### src/hw/rtl/jddm_pkg.sv
package jddm_pkg;

    typedef enum logic [1:0] {
        DIR_OFF = 2'd0,
        DIR_CW  = 2'd1,
        DIR_CCW = 2'd2
    } dir_t;

    typedef enum logic [1:0] {
        ZONE_LOW     = 2'd0,
        ZONE_NEUTRAL = 2'd1,
        ZONE_HIGH    = 2'd2
    } zone_t;

    localparam int unsigned READING_W = 7;
    localparam int unsigned DUTY_W    = 8;
    localparam int unsigned PROD_W    = 14;   // factor (<= 62) times duty
    localparam int unsigned RECIP_W   = 15;
    localparam int unsigned RECIP_SH  = 20;
    localparam int unsigned TDATA_W   = 24;   // 20 bits of fields, padded to bytes

    localparam logic [READING_W-1:0] LOW_TOP   = 7'd60;
    localparam logic [READING_W-1:0] HIGH_BASE = 7'd68;
    localparam logic [READING_W-1:0] LOW_SPAN  = 7'd62;

    // ceil(2^20/62) and ceil(2^20/59): exact floor division for products < 2^14
    localparam logic [RECIP_W-1:0] RECIP_LOW  = 15'd16913;
    localparam logic [RECIP_W-1:0] RECIP_HIGH = 15'd17773;

    localparam logic [DUTY_W-1:0] PWM_MAX_RESET = 8'd235;

endpackage

### src/hw/rtl/joystick_differential_drive_mixer.sv
// Path: a request accepted on s_* passes four registers (readings, product,
// quotient, output) before its result shows on m_*. Throughput: one request per
// cycle unless m_tready stalls it; the two multiplier stages set the depth.
// Reset (aresetn low, synchronous): pipeline emptied, both readings cleared,
// pwm_max back to 235. Output payload registers are not reset.
module joystick_differential_drive_mixer (
    input  logic        aclk,
    input  logic        aresetn,
    // config write
    input  logic        cfg_valid,
    output logic        cfg_ready,
    input  logic [7:0]  cfg_data,      // pwm_max
    // command byte in
    input  logic        s_tvalid,
    output logic        s_tready,
    input  logic [7:0]  s_tdata,       // [7:0] rx_byte
    // motor command out
    output logic        m_tvalid,
    input  logic        m_tready,
    output logic [23:0] m_tdata        // [1:0] right_dir, [9:2] right_duty,
                                       // [11:10] left_dir, [19:12] left_duty
);

    localparam int unsigned RW = jddm_pkg::READING_W;
    localparam int unsigned DW = jddm_pkg::DUTY_W;
    localparam int unsigned PW = jddm_pkg::PROD_W;
    localparam int unsigned QW = jddm_pkg::PROD_W + jddm_pkg::RECIP_W;

    logic [DW-1:0] pwm_max_reg;

    // stage A: stored readings
    logic          a_valid_reg;
    logic [RW-1:0] throttle_reg, steer_reg;
    // stage B: zone and product
    logic          b_valid_reg;
    jddm_pkg::zone_t tz_b_reg, sz_b_reg;
    logic [PW-1:0] tprod_reg, sprod_reg;
    // stage C: magnitudes
    logic          c_valid_reg;
    jddm_pkg::zone_t tz_c_reg, sz_c_reg;
    logic [DW-1:0] spd_reg, mag_reg;
    // stage D: output
    logic          m_valid_reg;
    jddm_pkg::dir_t rd_reg, ld_reg;
    logic [DW-1:0] rs_reg, ls_reg;

    logic en_a, en_b, en_c, en_d;

    assign en_d = !m_valid_reg || m_tready;
    assign en_c = !c_valid_reg || en_d;
    assign en_b = !b_valid_reg || en_c;
    assign en_a = !a_valid_reg || en_b;

    assign s_tready  = en_a;
    assign cfg_ready = 1'b1;

    always_ff @(posedge aclk) begin
        if (!aresetn) begin
            pwm_max_reg <= jddm_pkg::PWM_MAX_RESET;
        end else if (cfg_valid) begin
            pwm_max_reg <= cfg_data;
        end
    end

    // ---------------- stage A ----------------
    always_ff @(posedge aclk) begin
        if (!aresetn) begin
            a_valid_reg  <= 1'b0;
            throttle_reg <= '0;
            steer_reg    <= '0;
        end else if (en_a) begin
            a_valid_reg <= s_tvalid;
            if (s_tvalid) begin
                if (s_tdata[7]) begin
                    steer_reg <= s_tdata[RW-1:0];
                end else begin
                    throttle_reg <= s_tdata[RW-1:0];
                end
            end
        end
    end

    // ---------------- stage B ----------------
    jddm_pkg::zone_t tz_b_next, sz_b_next;
    logic [RW-1:0]   tfac, sfac;

    function automatic jddm_pkg::zone_t zone_of(input logic [6:0] r);
        if (r <= jddm_pkg::LOW_TOP) begin
            return jddm_pkg::ZONE_LOW;
        end else if (r < jddm_pkg::HIGH_BASE) begin
            return jddm_pkg::ZONE_NEUTRAL;
        end
        return jddm_pkg::ZONE_HIGH;
    endfunction

    function automatic logic [6:0] factor_of(input logic [6:0] r, input jddm_pkg::zone_t z);
        logic [6:0] f;
        unique case (z)
            jddm_pkg::ZONE_LOW:  f = jddm_pkg::LOW_SPAN - r;
            jddm_pkg::ZONE_HIGH: f = r - jddm_pkg::HIGH_BASE;
            default:             f = '0;
        endcase
        return f;
    endfunction

    always_comb begin
        tz_b_next = zone_of(throttle_reg);
        sz_b_next = zone_of(steer_reg);
        tfac      = factor_of(throttle_reg, tz_b_next);
        sfac      = factor_of(steer_reg, sz_b_next);
    end

    always_ff @(posedge aclk) begin
        if (!aresetn) begin
            b_valid_reg <= 1'b0;
        end else if (en_b) begin
            b_valid_reg <= a_valid_reg;
        end
    end

    always_ff @(posedge aclk) begin
        if (en_b) begin
            tz_b_reg  <= tz_b_next;
            sz_b_reg  <= sz_b_next;
            tprod_reg <= PW'(tfac) * PW'(pwm_max_reg);
            sprod_reg <= PW'(sfac) * PW'(pwm_max_reg);
        end
    end

    // ---------------- stage C ----------------
    // divide by 62 or 59 through a reciprocal multiply
    logic [QW-1:0] tquot, squot;

    always_comb begin
        tquot = QW'(tprod_reg) * QW'((tz_b_reg == jddm_pkg::ZONE_LOW)
                                     ? jddm_pkg::RECIP_LOW : jddm_pkg::RECIP_HIGH);
        squot = QW'(sprod_reg) * QW'((sz_b_reg == jddm_pkg::ZONE_LOW)
                                     ? jddm_pkg::RECIP_LOW : jddm_pkg::RECIP_HIGH);
    end

    always_ff @(posedge aclk) begin
        if (!aresetn) begin
            c_valid_reg <= 1'b0;
        end else if (en_c) begin
            c_valid_reg <= b_valid_reg;
        end
    end

    always_ff @(posedge aclk) begin
        if (en_c) begin
            tz_c_reg <= tz_b_reg;
            sz_c_reg <= sz_b_reg;
            spd_reg  <= tquot[jddm_pkg::RECIP_SH +: DW];
            mag_reg  <= squot[jddm_pkg::RECIP_SH +: DW];
        end
    end

    // ---------------- stage D: mixing ----------------
    jddm_pkg::dir_t rd_next, ld_next;
    logic [DW-1:0]  rs_next, ls_next;
    logic [DW:0]    boost;
    logic [DW-1:0]  boosted, cut;
    logic           turning;

    always_comb begin
        boost   = {1'b0, spd_reg} + {1'b0, mag_reg};
        boosted = (boost > {1'b0, pwm_max_reg}) ? pwm_max_reg : boost[DW-1:0];
        cut     = (spd_reg > mag_reg) ? (spd_reg - mag_reg) : '0;
        turning = (sz_c_reg != jddm_pkg::ZONE_NEUTRAL) && (mag_reg != '0);

        rd_next = jddm_pkg::DIR_OFF;
        ld_next = jddm_pkg::DIR_OFF;
        rs_next = '0;
        ls_next = '0;
        if (tz_c_reg == jddm_pkg::ZONE_NEUTRAL) begin
            // spin in place, or stop
            if (turning) begin
                rs_next = mag_reg;
                ls_next = mag_reg;
                if (sz_c_reg == jddm_pkg::ZONE_LOW) begin
                    rd_next = jddm_pkg::DIR_CCW;
                    ld_next = jddm_pkg::DIR_CW;
                end else begin
                    rd_next = jddm_pkg::DIR_CW;
                    ld_next = jddm_pkg::DIR_CCW;
                end
            end
        end else begin
            rd_next = (tz_c_reg == jddm_pkg::ZONE_LOW) ? jddm_pkg::DIR_CCW : jddm_pkg::DIR_CW;
            ld_next = rd_next;
            rs_next = spd_reg;
            ls_next = spd_reg;
            if (turning) begin
                if (sz_c_reg == jddm_pkg::ZONE_LOW) begin
                    rs_next = cut;
                    ls_next = boosted;
                end else begin
                    ls_next = cut;
                    rs_next = boosted;
                end
            end
        end
    end

    always_ff @(posedge aclk) begin
        if (!aresetn) begin
            m_valid_reg <= 1'b0;
        end else if (en_d) begin
            m_valid_reg <= c_valid_reg;
        end
    end

    always_ff @(posedge aclk) begin
        if (en_d) begin
            rd_reg <= rd_next;
            ld_reg <= ld_next;
            rs_reg <= rs_next;
            ls_reg <= ls_next;
        end
    end

    assign m_tvalid = m_valid_reg;
    assign m_tdata  = {4'd0, ls_reg, ld_reg, rs_reg, rd_reg};

    // ---------------- assertions ----------------
    // an empty output slot never holds off the input side
    assert property (@(posedge aclk) disable iff (!aresetn)
        !m_valid_reg |-> s_tready)
        else $error("input stalled with empty output");

    // a quotient moved forward shows up as a result
    assert property (@(posedge aclk) disable iff (!aresetn)
        (c_valid_reg && en_d) |=> m_tvalid)
        else $error("result lost between quotient and output stage");

    // a stopped motor pair carries zero duty
    assert property (@(posedge aclk) disable iff (!aresetn)
        (m_tvalid && rd_reg == jddm_pkg::DIR_OFF) |->
        (ld_reg == jddm_pkg::DIR_OFF && rs_reg == '0 && ls_reg == '0))
        else $error("off direction with nonzero duty");

    // opposite directions only when spinning, which runs both sides equally
    assert property (@(posedge aclk) disable iff (!aresetn)
        (m_tvalid && rd_reg != ld_reg) |-> (rs_reg == ls_reg))
        else $error("spin with unequal duties");

endmodule
### config.mk
export PLATFORM = sky130hd
export DESIGN_NAME = joystick_differential_drive_mixer
export DESIGN_NICKNAME = d
export VERILOG_FILES = /design/src/hw/rtl/jddm_pkg.sv /design/src/hw/rtl/joystick_differential_drive_mixer.sv
export SDC_FILE = /design/constraint.sdc
export NUM_CORES = 1
export LEC_CHECK = 0
export ABC_AREA = 0
export BUFFER_PORTS_ARGS = -buffer_cell sky130_fd_sc_hd__clkbuf_2
export CORE_ASPECT_RATIO = 1.1
export CORE_MARGIN = 5
export CORE_UTILIZATION = 59
export DETAILED_ROUTE_END_ITERATION = 16
export PLACE_DENSITY = 0.81
export SLEW_MARGIN = 20
export SYNTH_ARGS = -nofsm -noshare
export SYNTH_HDL_FRONTEND = slang
export SYNTH_SLANG_ARGS = --single-unit
export TNS_END_PERCENT = 50
### constraint.sdc
create_clock -name aclk -period 5.4 [get_ports aclk]
set_input_delay 1.08 -clock aclk [delete_from_list [all_inputs] [get_ports aclk]]
set_output_delay 1.08 -clock aclk [all_outputs]
set_load 0.03 [all_outputs]
### After elaboration in Yosys (flattened, before gate mapping)

Index checks and enable logic that the tools add are counted.

* bitwise logic cells: 1
* $mul: 4
* eq/ne operators: 4
* muxes and demuxes: 30
* magnitude comparators: 6
* reduce and logical (&&, ||, !) cells: 18
* add/subtract/negate cells: 6

Operator list (number)
* 8-bit 2-to-1 mux: 9
* 14-bit by 15-bit multiplier with 28-bit output: 2
* 7-bit by 8-bit multiplier with 14-bit output: 2
* 7-bit one-hot mux with 2 select lines: 2
* 2-bit 2-to-1 mux: 13
* 11-bit 2-to-1 mux: 2
* 7-bit by 6-bit <= comparator with 1-bit output, second input constant: 2
* 7-bit < comparator, second input constant: 2
* 6-bit by 7-bit subtractor with 7-bit output, first input constant: 2
* 7-bit subtractor, second input constant: 2
* 2-bit logical NOT: 6
* 8-bit by 8-bit adder with 9-bit output: 1
* 9-bit by 8-bit greater-than comparator with 1-bit output: 1
* 8-bit greater-than comparator: 1
* 8-bit nonzero test: 1
* 8-bit subtractor: 1
* 3-bit AND reduction: 2
* 2-bit equality test, second input constant: 2
* 1-bit logical NOT: 4
* 1-bit logical OR: 4
* 1-bit 2-to-1 mux: 4
* 2-bit by 1-bit equality test with 1-bit output, second input constant: 1
* 2-bit by 1-bit != test with 1-bit output, second input constant: 1
* 1-bit logical AND: 1
* 1-bit inverter: 1

* output and inout bits: 27
* logic and storage cells: 88
* register bits after elaboration: 98
* input port bits: 21

### Depth between registers and ports, before layout

Gate-level depths: netlist of the first run.

* word-level depth: 7
* depth in mapped cells: 24
* gate-level depth less buffers: 24

### Least setup slack after synthesis of the first run

Ideal clock, no wire load.

* kind: reg2reg
* from: register tz_b_reg[1]
* to: register spd_reg[4], data pin
* data required time: 5.142 ns
* buffers on the path: 1
* arrival: 5.590 ns
* period minus slack after synthesis: 5.847 ns
* stages on the path, launching flop included: 24
* library setup time: 0.258 ns
* slack: -0.447 ns
* cells stage by stage: edfxtp_1 -> or2_2 -> clkbuf_1 -> nand2_1 -> inv_1 -> ha_1 -> fa_1 -> fa_1 -> inv_1 -> fa_1 -> inv_1 -> fa_1 -> inv_1 -> fa_1 -> inv_1 -> ha_1 -> a211oi_1 -> a211oi_1 -> a211oi_1 -> nor3_1 -> or2_1 -> a21o_1 -> a21oi_1 -> xnor2_1

* cells in the longest elaborated chain, start to end: 3

RTL lines
* start, declared: RTL line joystick_differential_drive_mixer.sv:36 `jddm_pkg::zone_t tz_b_reg, sz_b_reg;`
* start signal, assigned: RTL line joystick_differential_drive_mixer.sv:123 `tz_b_reg <= tz_b_next;`
* 2-bit logical NOT: RTL line joystick_differential_drive_mixer.sv:135 `tquot = QW'(tprod_reg) * QW'((tz_b_reg == jddm_pkg::ZONE_LOW)`
* 11-bit 2-to-1 mux: RTL line joystick_differential_drive_mixer.sv:136 `? jddm_pkg::RECIP_LOW : jddm_pkg::RECIP_HIGH);`
* 14-bit by 15-bit multiplier with 28-bit output: RTL line joystick_differential_drive_mixer.sv:135
* via tquot[24]: RTL line joystick_differential_drive_mixer.sv:132 `logic [QW-1:0] tquot, squot;`
* end signal, assigned: RTL line joystick_differential_drive_mixer.sv:153 `spd_reg <= tquot[jddm_pkg::RECIP_SH +: DW];`
* end, declared: RTL line joystick_differential_drive_mixer.sv:41 `logic [DW-1:0] spd_reg, mag_reg;`

The timed path passes the listed nets, and every way through them passes these cells.
A chain may end at the register's enable or synchronous reset.

### Final worst setup path of the first run

* from: register sz_b_reg[1]
* to: register mag_reg[7], data pin

* cells in the longest elaborated chain, start to end: 3

RTL lines
* start, declared: RTL line joystick_differential_drive_mixer.sv:36
* start signal, assigned: RTL line joystick_differential_drive_mixer.sv:124 `sz_b_reg <= sz_b_next;`
* 2-bit logical NOT: RTL line joystick_differential_drive_mixer.sv:137 `squot = QW'(sprod_reg) * QW'((sz_b_reg == jddm_pkg::ZONE_LOW)`
* 11-bit 2-to-1 mux: RTL line joystick_differential_drive_mixer.sv:138 `? jddm_pkg::RECIP_LOW : jddm_pkg::RECIP_HIGH);`
* 14-bit by 15-bit multiplier with 28-bit output: RTL line joystick_differential_drive_mixer.sv:137
* via squot[27]: RTL line joystick_differential_drive_mixer.sv:132
* end signal, assigned: RTL line joystick_differential_drive_mixer.sv:154 `mag_reg <= squot[jddm_pkg::RECIP_SH +: DW];`
* end, declared: RTL line joystick_differential_drive_mixer.sv:41

The timed path passes the listed nets, and every way through them passes these cells.

==> results of run 1 <==
## worst max-delay path: stages, from the launching register on
cell and delay [ns]:
sky130_fd_sc_hd__edfxtp_1 0.43, sky130_fd_sc_hd__buf_6 0.15, sky130_fd_sc_hd__nor2_2 0.08, sky130_fd_sc_hd__buf_4 0.14, sky130_fd_sc_hd__buf_6 0.13, sky130_fd_sc_hd__nand2_1 0.07, sky130_fd_sc_hd__nand2_1 0.13, sky130_fd_sc_hd__ha_4 0.16
sky130_fd_sc_hd__inv_1 0.08, sky130_fd_sc_hd__fa_1 0.53, sky130_fd_sc_hd__inv_1 0.08, sky130_fd_sc_hd__fa_1 0.58, sky130_fd_sc_hd__fa_1 0.45, sky130_fd_sc_hd__fa_1 0.52, sky130_fd_sc_hd__fa_2 0.46, sky130_fd_sc_hd__ha_4 0.17
sky130_fd_sc_hd__a21o_1 0.16, sky130_fd_sc_hd__a21oi_2 0.14, sky130_fd_sc_hd__o21ai_1 0.08, sky130_fd_sc_hd__or4_1 0.49, sky130_fd_sc_hd__o21ai_2 0.22, sky130_fd_sc_hd__a311oi_2 0.15, sky130_fd_sc_hd__or4_1 0.43, sky130_fd_sc_hd__nand3_1 0.10
## cell families after synthesis
group	after synthesis	share of synthesized area [%]
xor+xnor	61	3.31
compound gates	215	8.54
fa+ha+maj	526	50.2
buf+inv	378	8.95
other cells	2	0.0465
simple gates	363	10.9
flops	98	16.6
mux	23	1.44
## synth_stat cells (5+ instances only)
library cell / count / share of area (%)
sky130_fd_sc_hd__inv_2: 5 / 0.12
sky130_fd_sc_hd__xor2_1: 22 / 1.2
sky130_fd_sc_hd__nor2_1: 94 / 2.2
sky130_fd_sc_hd__clkbuf_1: 30 / 0.70
sky130_fd_sc_hd__and2_1: 52 / 2.0
sky130_fd_sc_hd__o211ai_1: 7 / 0.33
sky130_fd_sc_hd__ha_1: 324 / 25
sky130_fd_sc_hd__inv_1: 333 / 7.7
sky130_fd_sc_hd__xnor2_1: 39 / 2.1
sky130_fd_sc_hd__nand2b_1: 14 / 0.54
sky130_fd_sc_hd__nand2_1: 98 / 2.3
sky130_fd_sc_hd__fa_1: 202 / 25
sky130_fd_sc_hd__nand3_1: 15 / 0.47
sky130_fd_sc_hd__or2_2: 6 / 0.23
sky130_fd_sc_hd__a21oi_1: 78 / 2.4
sky130_fd_sc_hd__a211oi_1: 9 / 0.42
sky130_fd_sc_hd__o22ai_1: 6 / 0.23
sky130_fd_sc_hd__and3_1: 6 / 0.23
sky130_fd_sc_hd__mux2i_1: 21 / 1.3
sky130_fd_sc_hd__buf_4: 6 / 0.28
sky130_fd_sc_hd__o21ai_1: 7 / 0.22
sky130_fd_sc_hd__a221oi_1: 8 / 0.43
sky130_fd_sc_hd__nor3_1: 27 / 0.84
sky130_fd_sc_hd__a21o_1: 30 / 1.4
sky130_fd_sc_hd__nand4_1: 7 / 0.27
sky130_fd_sc_hd__dfxtp_1: 26 / 3.2
sky130_fd_sc_hd__edfxtp_1: 72 / 13
sky130_fd_sc_hd__o21ai_0: 22 / 0.68
sky130_fd_sc_hd__o31ai_1: 6 / 0.28
sky130_fd_sc_hd__o21a_1: 6 / 0.28
sky130_fd_sc_hd__a31oi_1: 8 / 0.31
sky130_fd_sc_hd__nor2b_1: 26 / 1.0
## final timing paths
| check | endpoint | slack, ns |
|---|---|---|
| setup reg to reg | mag_reg[7] | -0.66 |
| hold reg to reg | b_valid_reg | 0.48 |
| hold / removal | b_valid_reg | 0.48 |
| setup / recovery | mag_reg[7] | -0.66 |
## cells in the final DEF (no fill, tap or decap), drive strengths merged, types with 3 or more instances in the layout
cell type / Yosys / final
a211oi: 10 / 10
a21boi: 4 / 4
a21o: 30 / 30
a21oi: 79 / 79
a221oi: 8 / 8
a31oi: 9 / 9
a41oi: 3 / 3
and2: 52 / 52
and3: 6 / 6
buf: 9 / 175
clkbuf: 30 / 53
conb: 2 / 18
dfxtp: 26 / 26
edfxtp: 72 / 72
fa: 202 / 202
ha: 324 / 324
inv: 338 / 342
mux2i: 21 / 21
nand2: 98 / 98
nand2b: 14 / 14
nand3: 15 / 15
nand4: 7 / 7
nor2: 94 / 94
nor2b: 26 / 26
nor3: 27 / 27
nor4: 3 / 3
o211ai: 7 / 7
o21a: 6 / 6
o21ai: 30 / 30
o21bai: 4 / 4
o22ai: 6 / 6
o31ai: 6 / 6
or2: 10 / 12
or3: 3 / 3
or4: 3 / 3
xnor2: 39 / 39
xor2: 22 / 22
## repair_timing
action	CTS	global route
pin swaps	41	57
gates cloned	2	0
buffers inserted	16	7
gates resized for setup	56	69
endpoints found under the setup margin	18	24
## per-layer routing
layer / vias to the layer above / track usage, %
li1: 5851 / -
met1: 6322 / 33.9
met2: 554 / 47.3
met3: 169 / 4.02
met4: 0 / 11.8
met5: - / 0
## per-stage QoR
stage / cells / util, % / hold WS (ns) / setup TNS [ns]
finish: 2235 / 70.5 / 0.482 / -6.02
global route: 2235 / 70.5 / 0.493 / -9.38
CTS: 2228 / 69.2 / 0.484 / -4.09
detailed placement: 2194 / 66.7 / 0.467 / -5.84
global placement: 2194 / 66.7 / 0.446 / -4.18
floorplan: 1682 / - / 0.440 / -1.15
## cell type report
| type | instances | area [um2] |
|---|---|---|
| multi-input combinational | 1208 | 12700 |
| fill | 1816 | 7950 |
| sequential | 98 | 2690 |
| timing repair buffer | 217 | 1550 |
| inverter | 339 | 1280 |
| tap | 357 | 447 |
| clock buffer | 11 | 264 |
| clock inverter | 5 | 65.1 |
==> results.md, run 1 <==
- The run finished, with violations left.
- The checks that failed: setup timing.
- The overall routing resource usage is 27.2%.
- The yosys synthesis warning count is 0.
- The longest clock path from root to sink contains 2 buffers.
- Entering global routing, the biggest net connects 33 pins.
- The width of the die is 168 um.
- Yosys mapped the design onto 62 distinct sky130hd cell types.
- The H-tree was split into 3 levels.
- Counting every instance in the synthesized netlist gives 1,666.
- The first-pass GRT wire length is roughly 67,000 um.
- The clock-pin slew of the registers on the worst-case setup and hold paths is 0.07 ns.
- The sequential area share after synthesis is 16.6%.
- The startpoint of the worst-slack reg-to-reg timing path is sz_b_reg[1].
- For the worst setup path, the data required time is 5.63 ns.
- The post-synth design cell area is about 0.016 mm2.
- The share of the clock period used by the worst path after layout is 112%.
- Setup violations remaining at the end of the flow were counted as 16.
- The highest metal layer with signal wires is met4.
- Using the TritonRoute via totals, the vias-per-cell ratio works out to 5.77.
- In the post-route analysis, the smallest setup slack over all paths is -0.660 ns.
- The number of clock sinks seen by CTS is between 90 and 100.
- The clock root buffer master is sky130_fd_sc_hd__clkbuf_16.
- The startpoint of the worst setup timing path is sz_b_reg[1].
- The total wire length is approximately 43,000 um.
- The headroom to the max-slew limit is 30.8%.
- The startpoint of the lowest-slack hold path is a_valid_reg.
- The element type at the critical path start is a register.
- The post-place setup slack is -0.563 ns.
- By startpoint and endpoint, the worst setup path is classified as reg2reg.
- The share of post-route cells with drive strength above 1 is about a fifth.
- The mean cell area of the mapped netlist is 9.69 um2.
- The number of flip-flops and latches in the synthesized netlist is 98.
- The overall die area is about 0.031 mm2.
- At the pin with the least slew margin, the transition time is 1.04 ns.
- Setup repair after global routing could not meet its margin everywhere.
- The number of antenna diodes in the final layout is 0.
- The count of nets left with antenna violations after detail routing is 0.
- The worst hold path belongs to the class reg2reg.
- The number of vias in the routed layout is roughly 13,000.
- The boundary pin count is 48.
- Counting flops with a built-in enable in the synthesized netlist gives 72.
- The placeable core region is around 0.027 mm2.
- The detailed-route DRC error count is 0.
- The maximum fanout encountered on the critical timing path is 6.
- The initial core utilization is 59.9%.
- The via count of the first global-routing pass is 13,700.
- After routing the design area is 0.0190 mm2.
- The number of cell instances on the worst register-to-register path is 23.
- The average detailed-routed wire length per instance is between 15 and 20 um.
- The die is between 150 and 200 um tall.
- Buffers placed on the I/O ports in this run total 42.
- The global route total overflow is 0.
- The initial antenna violation count is 0.
- The final critical delay including setup and external delays is 6.06 ns.
- The estimated wirelength of the detail-placed design is approximately 33,000 um.
- The total count of max-transition violations in the final report is 0.
- The detailed-router iteration count before antenna repair is 5.
- The final count of hold timing violations is 0.
- In this run the cell area measured after placement is around 0.018 mm2.
- In the final routing, the length of wire on met1 measures 16,600 um.
- Clock tree synthesis inserted a total of 9 buffers.
- The number of maximum-capacitance violations is 0.
- The worst-skew pair later-pin latency is 0.37 ns.
- The met2 layer wire length in the routed design is around 21,000 um.
- Counting flops with an async set or reset pin after synthesis yields a share of 0%.
- Hold repair after CTS inserted 0 buffers.
- The worst setup path is captured at a register.
- Data on the critical path arrives at its endpoint at 6.29 ns.
- The number of nets in the finished design is about 2,400.
- The number of violations reported at the end of detailed-routing iteration 0 is 1,077.
- The placer congestion estimate is 0.947.
- The wire length on met3 is roughly 3000 um.
- From synthesis to final layout, the design area changed by 17.8%.
- The timing-limited maximum frequency is about 170 MHz.
- The hold-critical path depth is 1.
- The largest clock skew in the final design is 0.0113 ns.
- The number of standard-cell rows in the floorplan is 63.
- The most frequently used flop master after synthesis is sky130_fd_sc_hd__edfxtp_1.
- The CTS tree is done.
Power of run 1 is not shown: default switching activity piles up to over one toggle a cycle in this logic, so the estimate is an artifact.
==> inputs of run 2 (changes only) <==
--- a/config.mk
+++ b/config.mk
@@ -7,11 +7,13 @@
 export LEC_CHECK = 0
 export ABC_AREA = 0
 export BUFFER_PORTS_ARGS = -buffer_cell sky130_fd_sc_hd__clkbuf_2
+export CELL_PAD_IN_SITES_DETAIL_PLACEMENT = 1
+export CELL_PAD_IN_SITES_GLOBAL_PLACEMENT = 1
 export CORE_ASPECT_RATIO = 1.1
 export CORE_MARGIN = 5
-export CORE_UTILIZATION = 59
+export CORE_UTILIZATION = 47
 export DETAILED_ROUTE_END_ITERATION = 16
-export PLACE_DENSITY = 0.81
+export PLACE_DENSITY = 0.83
 export SLEW_MARGIN = 20
 export SYNTH_ARGS = -nofsm -noshare
 export SYNTH_HDL_FRONTEND = slang
==> run 2 against run 1 <==
- first-iteration DRC count increased by 47%
- final area increased by 3.4%
- largest cell class unchanged
- sequential share of layout area decreased by 0.47 points
- core utilization decreased by 13 points
- final cell count increased by 4.7%
- maximum frequency decreased by 8.1%
- critical endpoint is now spd_reg[7]
- worst setup slack got worse by 0.54 ns
- die area increased by 24%
- critical path depth unchanged
- the run still ends with setup timing left
==> results.md, run 2 (same netlist as run 1, synthesis figures left out) <==
- The run finished, with violations left.
- The final reports fail on setup timing.
- Wires add up to 81,100 um.
- The layout overhead on the synthesized area is 21.8%.
- Entering global routing, the biggest net connects 33 pins.
- After clock tree synthesis, the clock-pin slew on the worst setup and hold paths is 0.10 ns.
- The share of the clock period used by the worst path after layout is 122%.
- At the end of routability-driven placement, the weighted congestion stood at 0.907.
- The number of clock sinks seen by CTS is 98.
- The top cell types in the final layout, fill and taps aside, are 303 x sky130_fd_sc_hd__inv_1, 278 x sky130_fd_sc_hd__ha_1, 185 x sky130_fd_sc_hd__fa_1, 182 x sky130_fd_sc_hd__buf_4, 88 x sky130_fd_sc_hd__nor2_1.
- The final count of hold timing violations is 0.
- In this run the critical register-to-register path is launched from tz_b_reg[0].
- Counting I/O delays and the setup requirement, the final critical path takes 6.60 ns.
- The cell with the largest stage delay on the worst path is sky130_fd_sc_hd__fa_1.
- TritonCTS built the clock tree.
- The boundary pin count is 48.
- Cells with a size suffix above 1 make up between 20% and 30% of the layout.
- The number of vias in the routed layout is roughly 16,000.
- The floorplan step set the die width to 187 um.
- Across all register-to-register paths, the minimum setup slack is -1.20 ns.
- On the final layout, the worst clock skew is 0.0225 ns.
- At the later pin of the worst-skew pair, clock insertion delay measures 0.42 ns.
- The maximum number of buffers from clock root to sink is 2.
- The number of buffers inserted by port buffering is 42.
- The average detailed-routed wire length per instance is around 35 um.
- The critical path endpoint category is a register.
- The worst hold path begins at a_valid_reg.
- The first detailed-routing pass ran for 6 iterations.
- For this run, the number of standard cells in the final layout without fillers is 2,340.
- In the routed layout, each cell is associated on average with a via count of approximately 6.6.
- Setup repair after global routing could not meet its margin everywhere.
- In the global route stage, overall resource usage came out at 35.1%.
- The min-delay analysis places its worst path in the category reg2reg.
- The vertical extent of the die is just over 200 um.
- The worst register-to-register path has a depth of 23.
- The critical path's most frequent cell is sky130_fd_sc_hd__inv_1.
- The first-pass GRT wire length is 102,000 um.
- In the global route stage, met2 resource usage came out at 61.0%.
- The headroom to the max-slew limit is between 10% and 20%.
- The estimated wirelength of the detail-placed design is 43,400 um.
- The number of levels the H-tree was split into is 3.
- The most utilized layer in the global route result is met2.
- In this design, the stage delay of the slowest critical-path cell is between 0.7 and 0.8 ns.
- The number of nets in the finished design is 2,440.
- The initial antenna violation count is 4.
- The number of violations reported at the end of detailed-routing iteration 0 is 1,579.
- The critical path class is reg2reg.
- The actual transition at the worst max-transition pin is 1.23 ns.
- The total count of max-transition violations in the final report is 0.
- Based on the critical path, the design can be clocked at up to 152 MHz.
- The count of nets left with antenna violations after detail routing is 0.
- In this run the worst path has a maximum fanout of 5.
- The via count of the first global-routing pass is 17,000.
- Once the floorplan was initialized, standard cells occupied 47.4% of the core.
- The critical path runs through a total of 23 cells.
- The total buffers and inverters traversed by the critical path is 8.
- In this run, CTS created clock tree buffers numbering 9.
- The hold buffer count at cts is 0.
- The most common library cell in the layout ignoring fill and taps is sky130_fd_sc_hd__inv_1.
- The data arrival at the endpoint of the critical path is 6.74 ns.
- The floorplan step defined a die boundary enclosing about 0.038 mm2.
- The worst hold path endpoint is b_valid_reg.
- Setup violations remaining at the end of the flow were counted as 21.
- Global routing consumed, on the met3 layer, 7.33% of the routing resources.
- The number of standard-cell rows in the floorplan is 71.
- After filler insertion, the fill cell instance count of the layout stands at 3,692.
- The total overflow left after global routing is 0.
- The endpoint of the worst-slack reg-to-reg timing path is spd_reg[7].
- STA classifies the critical path startpoint as a register.
- Among cell families on the critical path, the largest total delay comes from adder cells.
- The data required time of the worst path is 5.55 ns.
- In the post-route analysis, the smallest setup slack over all paths is -1.20 ns.
- The root buffer cell chosen for the clock tree is sky130_fd_sc_hd__clkbuf_16.
- Including well taps, the total number of placed cells is 2,290.
- The placeable core region is about 0.034 mm2.
- The met1 track demand over resource is 35.3%.
- The hold-critical path depth is 1.
- The number of maximum-capacitance violations is 0.
- Traced cell by cell, the critical path runs through or2_4 > buf_6 > buf_6 > and2_1 > a21o_1 > ha_4 > inv_1 > fa_2 > inv_2 > fa_2 > inv_1 > fa_1 > fa_1 > inv_1 > ha_1 > ha_1 > buf_4 > nand3_1 > o21ai_2 > o2111ai_2 > buf_4 > a31oi_4 > xnor2_2.
- The detailed-route DRC error count is 0.
## run 2: cell types whose count changed in the layout (fill, tap and decap cells not counted), sizes merged
cell	delta
buf	+21
diode	+4
clkinv	+3
clkbuf	-2
bufinv	-1
or2	-1
## run 2: metal layers
metal | wire length [um] | vias up | share of wire [%]
met3 | 8860 | 768 | 11
met1 | 24600 | 7513 | 30
met2 | 36200 | 1371 | 45
met5 | 127 | - | 0.16
li1 | - | 5875 | -
met4 | 11400 | 6 | 14
## run 2: worst max-delay path by stage
stage | start | to | slack (ns)
2_1_floorplan | sz_b_reg[0] | mag_reg[2] | -0.27
3_3_place_gp | sz_b_reg[0] | mag_reg[7] | -0.33
3_5_place_dp | sz_b_reg[0] | mag_reg[7] | -0.62
4_1_cts | tz_b_reg[1] | spd_reg[7] | -0.46
5_1_grt | tz_b_reg[0] | spd_reg[7] | -1.36
6_report | tz_b_reg[0] | spd_reg[7] | -1.20
## run 2: area by class of cell
cell class | instances | area [um2] | share of cell area [%]
multi-input cells | 1207 | 13100 | 66.5
flip-flops and latches | 98 | 2690 | 13.7
repair buffers | 238 | 1740 | 8.86
inverters | 339 | 1280 | 6.54
well taps | 438 | 548 | 2.79
clock buffers | 9 | 225 | 1.15
clock inverters | 7 | 83.8 | 0.426
diodes | 4 | 10.0 | 0.0509
## run 2: repair_timing
| item | 4_1_cts | 5_1_grt |
|---|---|---|
| buffers inserted | 19 | 16 |
| setup endpoints to repair | 21 | 26 |
| cloned | 1 | 1 |
| resized for setup | 97 | 103 |
| pin swaps | 66 | 74 |
## run 2: through the flow
stage / setup slack (ns) / instance area [um2] / util, % / hold WS, ns / setup TNS [ns]
floorplan: -0.272 / 16400 / - / 0.440 / -1.15
detailed placement: -0.618 / 18200 / 53.4 / 0.463 / -7.68
global route: -1.36 / 19700 / 57.8 / 0.507 / -18.49
CTS: -0.459 / 19100 / 56.0 / 0.485 / -5.84
global placement: -0.333 / 18200 / 53.4 / 0.447 / -3.11
finish: -1.20 / 19700 / 57.8 / 0.482 / -16.10
## run 2: worst reg2reg max path, delay by kind of cell, from the launching register on
kind	cells	cell delay, ns
flops	1	0.44
buf+inv	8	1.16
xor+xnor	1	0.12
compound gates	4	0.94
fa+ha+maj	7	2.96
simple gates	3	0.74
Power of run 2 is left out for the same reason.
